### src/hw/rtl/sle_pkg.sv
// Shared constants, codes and control structs of the sorted link table engine.
package sle_pkg;

	localparam int DEPTH  = 65536;
	localparam int AW     = $clog2(DEPTH);
	localparam int CW     = AW + 1;
	localparam int ID_W   = 56;
	localparam int PAIR_W = 2 * ID_W;
	localparam int OUT_W  = 17;

	localparam logic [1:0] KIND_PUSH   = 2'd0;
	localparam logic [1:0] KIND_MARK   = 2'd1;
	localparam logic [1:0] KIND_SORT   = 2'd2;
	localparam logic [1:0] KIND_SEARCH = 2'd3;

	localparam logic [2:0] RS_ZERO = 3'd0;
	localparam logic [2:0] RS_LAST = 3'd1;
	localparam logic [2:0] RS_MID  = 3'd2;
	localparam logic [2:0] RS_I    = 3'd3;
	localparam logic [2:0] RS_A    = 3'd4;
	localparam logic [2:0] RS_B    = 3'd5;
	localparam logic [2:0] RS_TAKE = 3'd6;

	typedef struct packed {
		logic       in_ready;
		logic       push0;
		logic       push1;
		logic       set_ovf;
		logic       mark_set;
		logic       pos_count;
		logic       pos_hi;
		logic       bisect;
		logic       c_step;
		logic       c_done;
		logic       pass_done;
		logic       blk_init;
		logic       blk_next;
		logic       mrg_take;
		logic       ld_a;
		logic       ld_b;
		logic       out_load;
		logic [2:0] rsel;
	} cmd_t;

	typedef struct packed {
		logic       in_fire;
		logic [1:0] kind;
		logic       count_zero;
		logic       push_full;
		logic       idx_in;
		logic       below;
		logic       span_gt1;
		logic       i_lt_n;
		logic       lo_ge_n;
		logic       width_lt_n;
		logic       a_lt_mid;
		logic       b_lt_hi;
		logic       take_a;
		logic       out_busy;
	} sts_t;

endpackage

### src/hw/rtl/sle_ctrl.sv
// Controller state machine sequencing push, mark, compact-and-sort and search.
module sle_ctrl (
	input  logic          clk,
	input  logic          arst_n,
	input  sle_pkg::sts_t sts,
	output sle_pkg::cmd_t cmd
);
	import sle_pkg::*;

	localparam logic [4:0] ST_IDLE   = 5'd0;
	localparam logic [4:0] ST_PUSH0  = 5'd1;
	localparam logic [4:0] ST_PUSH1  = 5'd2;
	localparam logic [4:0] ST_MARK   = 5'd3;
	localparam logic [4:0] ST_LO_RD  = 5'd4;
	localparam logic [4:0] ST_LO_EV  = 5'd5;
	localparam logic [4:0] ST_HI_RD  = 5'd6;
	localparam logic [4:0] ST_HI_EV  = 5'd7;
	localparam logic [4:0] ST_MID    = 5'd8;
	localparam logic [4:0] ST_MID_RD = 5'd9;
	localparam logic [4:0] ST_MID_EV = 5'd10;
	localparam logic [4:0] ST_C_RD   = 5'd11;
	localparam logic [4:0] ST_C_EV   = 5'd12;
	localparam logic [4:0] ST_PASS   = 5'd13;
	localparam logic [4:0] ST_BLK    = 5'd14;
	localparam logic [4:0] ST_RA     = 5'd15;
	localparam logic [4:0] ST_RB     = 5'd16;
	localparam logic [4:0] ST_LB     = 5'd17;
	localparam logic [4:0] ST_MRG    = 5'd18;
	localparam logic [4:0] ST_LA     = 5'd19;
	localparam logic [4:0] ST_FIN    = 5'd20;

	logic [4:0] state_q, state_d;

	always_comb begin
		cmd     = '0;
		state_d = state_q;
		case (state_q)
			ST_IDLE: begin
				cmd.in_ready = 1'b1;
				if (sts.in_fire) begin
					case (sts.kind)
						KIND_PUSH: state_d = ST_PUSH0;
						KIND_MARK: state_d = ST_MARK;
						KIND_SORT: state_d = ST_C_RD;
						default:   state_d = ST_LO_RD;
					endcase
				end
			end
			ST_PUSH0: begin
				if (sts.push_full) begin
					cmd.set_ovf = 1'b1;
					state_d     = ST_FIN;
				end else begin
					cmd.push0 = 1'b1;
					state_d   = ST_PUSH1;
				end
			end
			ST_PUSH1: begin
				cmd.push1 = 1'b1;
				state_d   = ST_FIN;
			end
			ST_MARK: begin
				cmd.mark_set = sts.idx_in;
				state_d      = ST_FIN;
			end
			ST_LO_RD: begin
				cmd.rsel = RS_ZERO;
				state_d  = sts.count_zero ? ST_FIN : ST_LO_EV;
			end
			ST_LO_EV: state_d = sts.below ? ST_HI_RD : ST_FIN;
			ST_HI_RD: begin
				cmd.rsel = RS_LAST;
				state_d  = ST_HI_EV;
			end
			ST_HI_EV: begin
				if (sts.below) begin
					cmd.pos_count = 1'b1;
					state_d       = ST_FIN;
				end else begin
					state_d = ST_MID;
				end
			end
			ST_MID: begin
				if (sts.span_gt1) begin
					state_d = ST_MID_RD;
				end else begin
					cmd.pos_hi = 1'b1;
					state_d    = ST_FIN;
				end
			end
			ST_MID_RD: begin
				cmd.rsel = RS_MID;
				state_d  = ST_MID_EV;
			end
			ST_MID_EV: begin
				cmd.bisect = 1'b1;
				state_d    = ST_MID;
			end
			ST_C_RD: begin
				if (sts.i_lt_n) begin
					cmd.rsel = RS_I;
					state_d  = ST_C_EV;
				end else begin
					cmd.c_done = 1'b1;
					state_d    = ST_PASS;
				end
			end
			ST_C_EV: begin
				cmd.c_step = 1'b1;
				state_d    = ST_C_RD;
			end
			ST_PASS: state_d = sts.width_lt_n ? ST_BLK : ST_FIN;
			ST_BLK: begin
				if (sts.lo_ge_n) begin
					cmd.pass_done = 1'b1;
					state_d       = ST_PASS;
				end else begin
					cmd.blk_init = 1'b1;
					state_d      = ST_RA;
				end
			end
			ST_RA: begin
				cmd.rsel = RS_A;
				state_d  = ST_RB;
			end
			ST_RB: begin
				cmd.ld_a = 1'b1;
				cmd.rsel = RS_B;
				state_d  = ST_LB;
			end
			ST_LB: begin
				cmd.ld_b = 1'b1;
				state_d  = ST_MRG;
			end
			ST_MRG: begin
				if (sts.a_lt_mid || sts.b_lt_hi) begin
					cmd.mrg_take = 1'b1;
					cmd.rsel     = RS_TAKE;
					state_d      = sts.take_a ? ST_LA : ST_LB;
				end else begin
					cmd.blk_next = 1'b1;
					state_d      = ST_BLK;
				end
			end
			ST_LA: begin
				cmd.ld_a = 1'b1;
				state_d  = ST_MRG;
			end
			ST_FIN: begin
				if (!sts.out_busy) begin
					cmd.out_load = 1'b1;
					state_d      = ST_IDLE;
				end
			end
			default: state_d = ST_IDLE;
		endcase
	end

	always_ff @(posedge clk or negedge arst_n) begin
		if (!arst_n) begin
			state_q <= ST_IDLE;
		end else begin
			state_q <= state_d;
		end
	end

	fin_load: assert property (@(posedge clk) disable iff (!arst_n)
		cmd.out_load |=> state_q == ST_IDLE)
		else $error("result loaded outside finish");
	one_write: assert property (@(posedge clk) disable iff (!arst_n)
		$onehot0({cmd.push0, cmd.push1, cmd.mark_set, cmd.c_step, cmd.mrg_take}))
		else $error("two table writes in one cycle");
	accept_idle: assert property (@(posedge clk) disable iff (!arst_n)
		sts.in_fire |-> state_q == ST_IDLE)
		else $error("beat accepted while busy");
endmodule

### config.mk
export PLATFORM = sky130hd
export DESIGN_NAME = sle_ctrl
export DESIGN_NICKNAME = d
export VERILOG_FILES = /design/src/hw/rtl/sle_pkg.sv /design/src/hw/rtl/sle_ctrl.sv
export SDC_FILE = /design/constraint.sdc
export NUM_CORES = 1
export LEC_CHECK = 0
export BUFFER_PORTS_ARGS = -buffer_cell sky130_fd_sc_hd__buf_2
export CAP_MARGIN = 20
export CORE_AREA = 2 2 46 48
export CTS_CLUSTER_DIAMETER = 200
export DETAILED_ROUTE_END_ITERATION = 10
export DIE_AREA = 0 0 48 50
export HOLD_SLACK_MARGIN = 0.12
export PLACE_DENSITY = 0.84
export SLEW_MARGIN = 25
export SYNTH_ARGS = -nofsm -noshare
export SYNTH_HDL_FRONTEND = slang
export SYNTH_SLANG_ARGS = --single-unit
### constraint.sdc
create_clock -name clk -period 1.7 [get_ports clk]
set_input_delay 0 -clock clk [delete_from_list [all_inputs] [get_ports clk]]
set_output_delay 0 -clock clk [all_outputs]
set_load 0.01 [all_outputs]
Word level (Yosys, flattened, before mapping)
Cells that the tools add are included.
- multiplexer cells: 42
- equality and inequality tests: 24
- reductions and logical operators: 7
- operators with widths (cell ; number):
    $pmux 5 s19 ; 1
    $mux 5 ; 9
    $eq 5x4->1 const B ; 8
    $eq 5x5->1 const B ; 5
    $mux 1 ; 24
    $eq 5x3->1 const B ; 4
    $pmux 3 s6 ; 1
    $pmux 4 s3 ; 1
    $eq 5x2->1 const B ; 2
    $mux 2 ; 5
    $reduce_or 2->1 ; 3
    $eq 5x1->1 const B ; 1
    $logic_not 5->1 ; 1
    $ne 2x2->1 const B ; 2
    $mux 3 ; 1
    $eq 2x1->1 const B ; 1
    $eq 2x2->1 const B ; 1
    $logic_not 2->1 ; 1
    $reduce_and 2->1 ; 1
    $logic_or 1x1->1 ; 1
- input port bits: 17
- word-level logic and storage cells: 74
- bits in registers: 5

Longest topological paths before layout
- depth in word-level cells: 4
- depth in mapped cells: 6
- mapped depth without buffers: 6

Least setup slack after synthesis
No wires, ideal clock.
- path type: flip-flop to flip-flop
- start: register state_q[0]
- end: register state_q[4]
- setup time: 139 ps
- period minus slack after synthesis: 1586 ps
- setup slack: 114 ps
- cell stages (with the launch flop): 5
- buffers on the path: 0
- arrival: 1448 ps
- cell sequence: dfrtp_1 -> nor3b_1 -> and3_4 -> nor4b_2 -> or4b_1
- cells in the longest elaborated chain, start to end: 3
- ends and longest elaborated chain (what ; line ; text):
    from (decl) ; sle_ctrl.sv:32 ; logic [4:0] state_q, state_d;
    from (signal assigned) ; sle_ctrl.sv:163 ; state_q <= state_d;
    $eq 5x5->1, or another cell as far along ; sle_ctrl.sv:37 ; case (state_q)
    $reduce_or 2->1 (no source line) / $ne 2x2->1 (equally long branches) ; -- ;
    $pmux 5 s19 / $reduce_and 2->1 (equally long branches) ; -- ;
Several ways; a longest one is shown, not always the timed one.
A chain may end at the register's enable or synchronous reset.

Worst setup path in the final report
Ends and elaborated chain as after synthesis.

==> results.md <==
- Number of buffers inserted by port buffering: 36
- Max FO, Critical Path: 4
- Number of distinct library cells after synthesis: 41
- Clock power frac: 6.7%
- Critical path's largest stage delay: 460 ps
- Worst setup slack before clock tree synthesis: 25.11 ps
- Element type at the critical path end: flip-flop
- MaxCap Viol Count: 0
- Net count of the finished layout: 201
- Most common library cells after synthesis: nor2_1 (16), nand2_1 (10), nor3_1 (10)
- CTS tree: done
- Die Wd: 48 µm
- Insertion delay to the later sink of the worst-skew pair: 250 ps
- Fin Clk Skew: 6.012 ps
- Routed wire per std cell: 16.66 µm
- Fraction of power spent switching nets: 50.90%
- Ys Warns: 0
- Largest Register: state_q
- Crit-path slowest cell: or4b_1
- Cell Pwr Density: 1679 nW/µm²
- Clk slew on worst S/H paths: 50 ps
- Cell taking the most area after synthesis: dfrtp_1
- Area share of the largest cell type after synthesis: 14.73%
- Routed via count: 1,283
- GRT Residual Overflow: 0
- Count of endpoints failing setup in the final report: 0
- CTS Buf Count: 3
- Leakage: 0.6411 nW
- Net count after synthesis: 145
- Share of post-route cells with drive strength above 1: 44.20%
- Last weighted congestion value of the routability-driven placer: 0.9343
- Number of sinks driven by the clock tree: 5
- Relative slew slack: 63.84%
- Number of flip-flops in the largest register: 5
- Area of the die: 2400 µm²
- Final worst slack: 11.05 ps
- Number of standard cells after synthesis: 126
- Period utilisation layout: 99.35%
- List of cells traversed by the critical path: nor3b_1, and3_4, nor4b_2, or4b_1
- Layout overhead on the synthesized area: 56.55%
- Switching Power: 1.137 mW
- Fraction of power consumed by sequential logic: 12.9%
- Unrepaired setup endpoints after global routing: yes
- Via count of the first global-routing pass: 1,131
- H-Tree Depth: 1
- Maximum number of pins on one net before global-route repair: 21
- IO Pins: 37
- Number of antenna violations at the first check in global routing: 0
- Number of enable-type register cells in the synthesized netlist: 0
- Final Max Tran Viols: 0
- Synth Register Bits: 5
- Site Rows: 16
- Worst voltage drop across the vdd grid: 974.3 µV
- CTS root buffer: clkbuf_4
- Detailed placer's ending HPWL: 2405 µm
- Dominant cell by count in the synthesized netlist: nor2_1
- Share of synthesized area occupied by flip-flops and latches: 14.73%
- Outcome: finished clean
- Die outline height: 50 µm
- Wire length of the first global-routing pass: 4968 µm
- Ys flop type: dfrtp_1
- Core Area: 1902 µm²
- First drt pass iteration count: 5
- Post-detailed-route DRC marker count: 0
- Classification of the worst-slack hold path: input port to flip-flop
- Final hold slack: 157.3 ps
- Crit path required time: 1820 ps
- Fraction of power consumed by combinational cells: 80.4%
- Synthesized area divided by synthesized cell count: 6.743 µm²
- Syn Std Cell Area: 849.6 µm²
- Routed vias/inst: 6.168
- Cell-internal power: 1.097 mW
- Routed Wire Length: 3466 µm
- DRT antenna net count: 0
- Startpoint class of the critical path: flip-flop
- Count of inserted antenna diode cells: 0
- Cells taking the most area after synthesis: dfrtp_1 (15%), nor2_1 (7.1%), nand2b_1 (5.9%)
- Highest Clock Rate: 592.1 MHz
- Initial core utilization: 44.67%
- Fraction of registers with async set/reset: 100.0%
- Critical setup path kind: flip-flop to flip-flop
- Arrival time at the worst endpoint: 1810 ps
- Final Hold Fails: 0
- Minimum clock period: 1689 ps
- Registers with the highest flip-flop counts: state_q (5)
- Overall global routing resource usage: 28.20%
- Violation count after the first detailed-routing iteration: 102
- Slew at the pin with the worst max-slew slack: 536.8 ps
- CTS max path bufs: 2
what timing repair did:
item / CTS / global route
hold endpoints to repair: 6 / 0
gates resized for setup: 3 / 17
hold buffers: 3 / 0
cloned: 0 / 1
setup buffers: 0 / 3
endpoints found under the setup margin: 4 / 7
pin swaps: 0 / 4
per-stage QoR:
| step | total power [mW] | instance area, µm² | TNS [ps] | util [%] | instances |
|---|---|---|---|---|---|
| floorplan | 1.204 | 849.6 | 0 | - | 126 |
| global placement | 1.743 | 1164 | 0 | 61.18 | 197 |
| detailed placement | 1.781 | 1164 | 0 | 61.18 | 197 |
| CTS | 1.958 | 1227 | 0 | 64.54 | 204 |
| global route | 2.374 | 1330 | -105.4 | 69.93 | 208 |
| finish | 2.234 | 1330 | 0 | 69.93 | 208 |
path summary, 6_finish.rpt:
path | start | end | slack, ps | depth (start not counted)
setup reg to reg | state_q[0] | state_q[4] | 10 | 4
setup / recovery | state_q[0] | state_q[4] | 10 | 4
hold / removal | sts[3] | state_q[0] | 160 | 3
min in group asynchronous | arst_n | state_q[0] | 680 | 3
hold reg to reg | state_q[4] | state_q[2] | 670 | 2
max in group asynchronous | arst_n | state_q[4] | 800 | 3
power groups by stage:
stage	registers, mW	logic (mW)	clock network (mW)
after detailed placement	0.259	1.52	0
after global placement	0.258	1.49	0
after global routing	0.293	1.92	0.165
after floorplan	0.216	0.988	0
after CTS	0.266	1.54	0.151
final	0.289	1.80	0.149
worst max-delay path: cells and delay by family (launching register included):
kind	cells	cell delay, ps
simple gates	4	1130
flops	1	420
cell families (layout without fill, tap and decap cells):
kind of cell	after synthesis	after routing	share of synthesized area, %
simple gates	73	73	48.90
compound gates	26	26	21.36
buf+inv	17	72	8.689
flops	5	5	14.73
fa+ha+maj	2	2	2.945
xor+xnor	2	2	2.062
mux	1	1	1.325
final cells by class:
class                           count  area [µm²]
Clock inverter                      1       5.005
Timing Repair Buffer               61       400.4
Fill cell                         159       571.8
Clock buffer                        3       22.52
Inverter                            7       26.28
Multi-Input combinational cell    104       713.2
Tap cell                           27       33.78
Sequential cell                     5       128.9
routing by layer:
metal,GRT usage (%),up-vias,wire [µm]
li1,-,575,-
met1,36.08,586,1263
met2,46.67,102,1721
met3,6.593,20,328
met4,5.856,0,152
met5,0,-,0
layout by cell type, fill, tap and decap left out, types with 2 or more instances in the layout:
cell and count:
inv_1 7, nor3_1 7, nor3_2 2, dfrtp_2 3, a32oi_1 4, o21ai_0 5, buf_6 4, buf_2 37
nor2_1 16, nand2b_4 2, a21oi_1 2, nor3b_1 3, a31oi_1 5, nor4b_2 2, dfrtp_1 2, nor3_4 2
nor2b_1 2, nand2_1 10, ha_1 2, buf_4 16, nor4_1 3, or2_2 2, dlygate4sd3_1 3, nand2b_1 6
clkbuf_4 3, o211ai_1 2, nand3_1 4, xor2_1 2
Power figures use the tool's default switching activity.
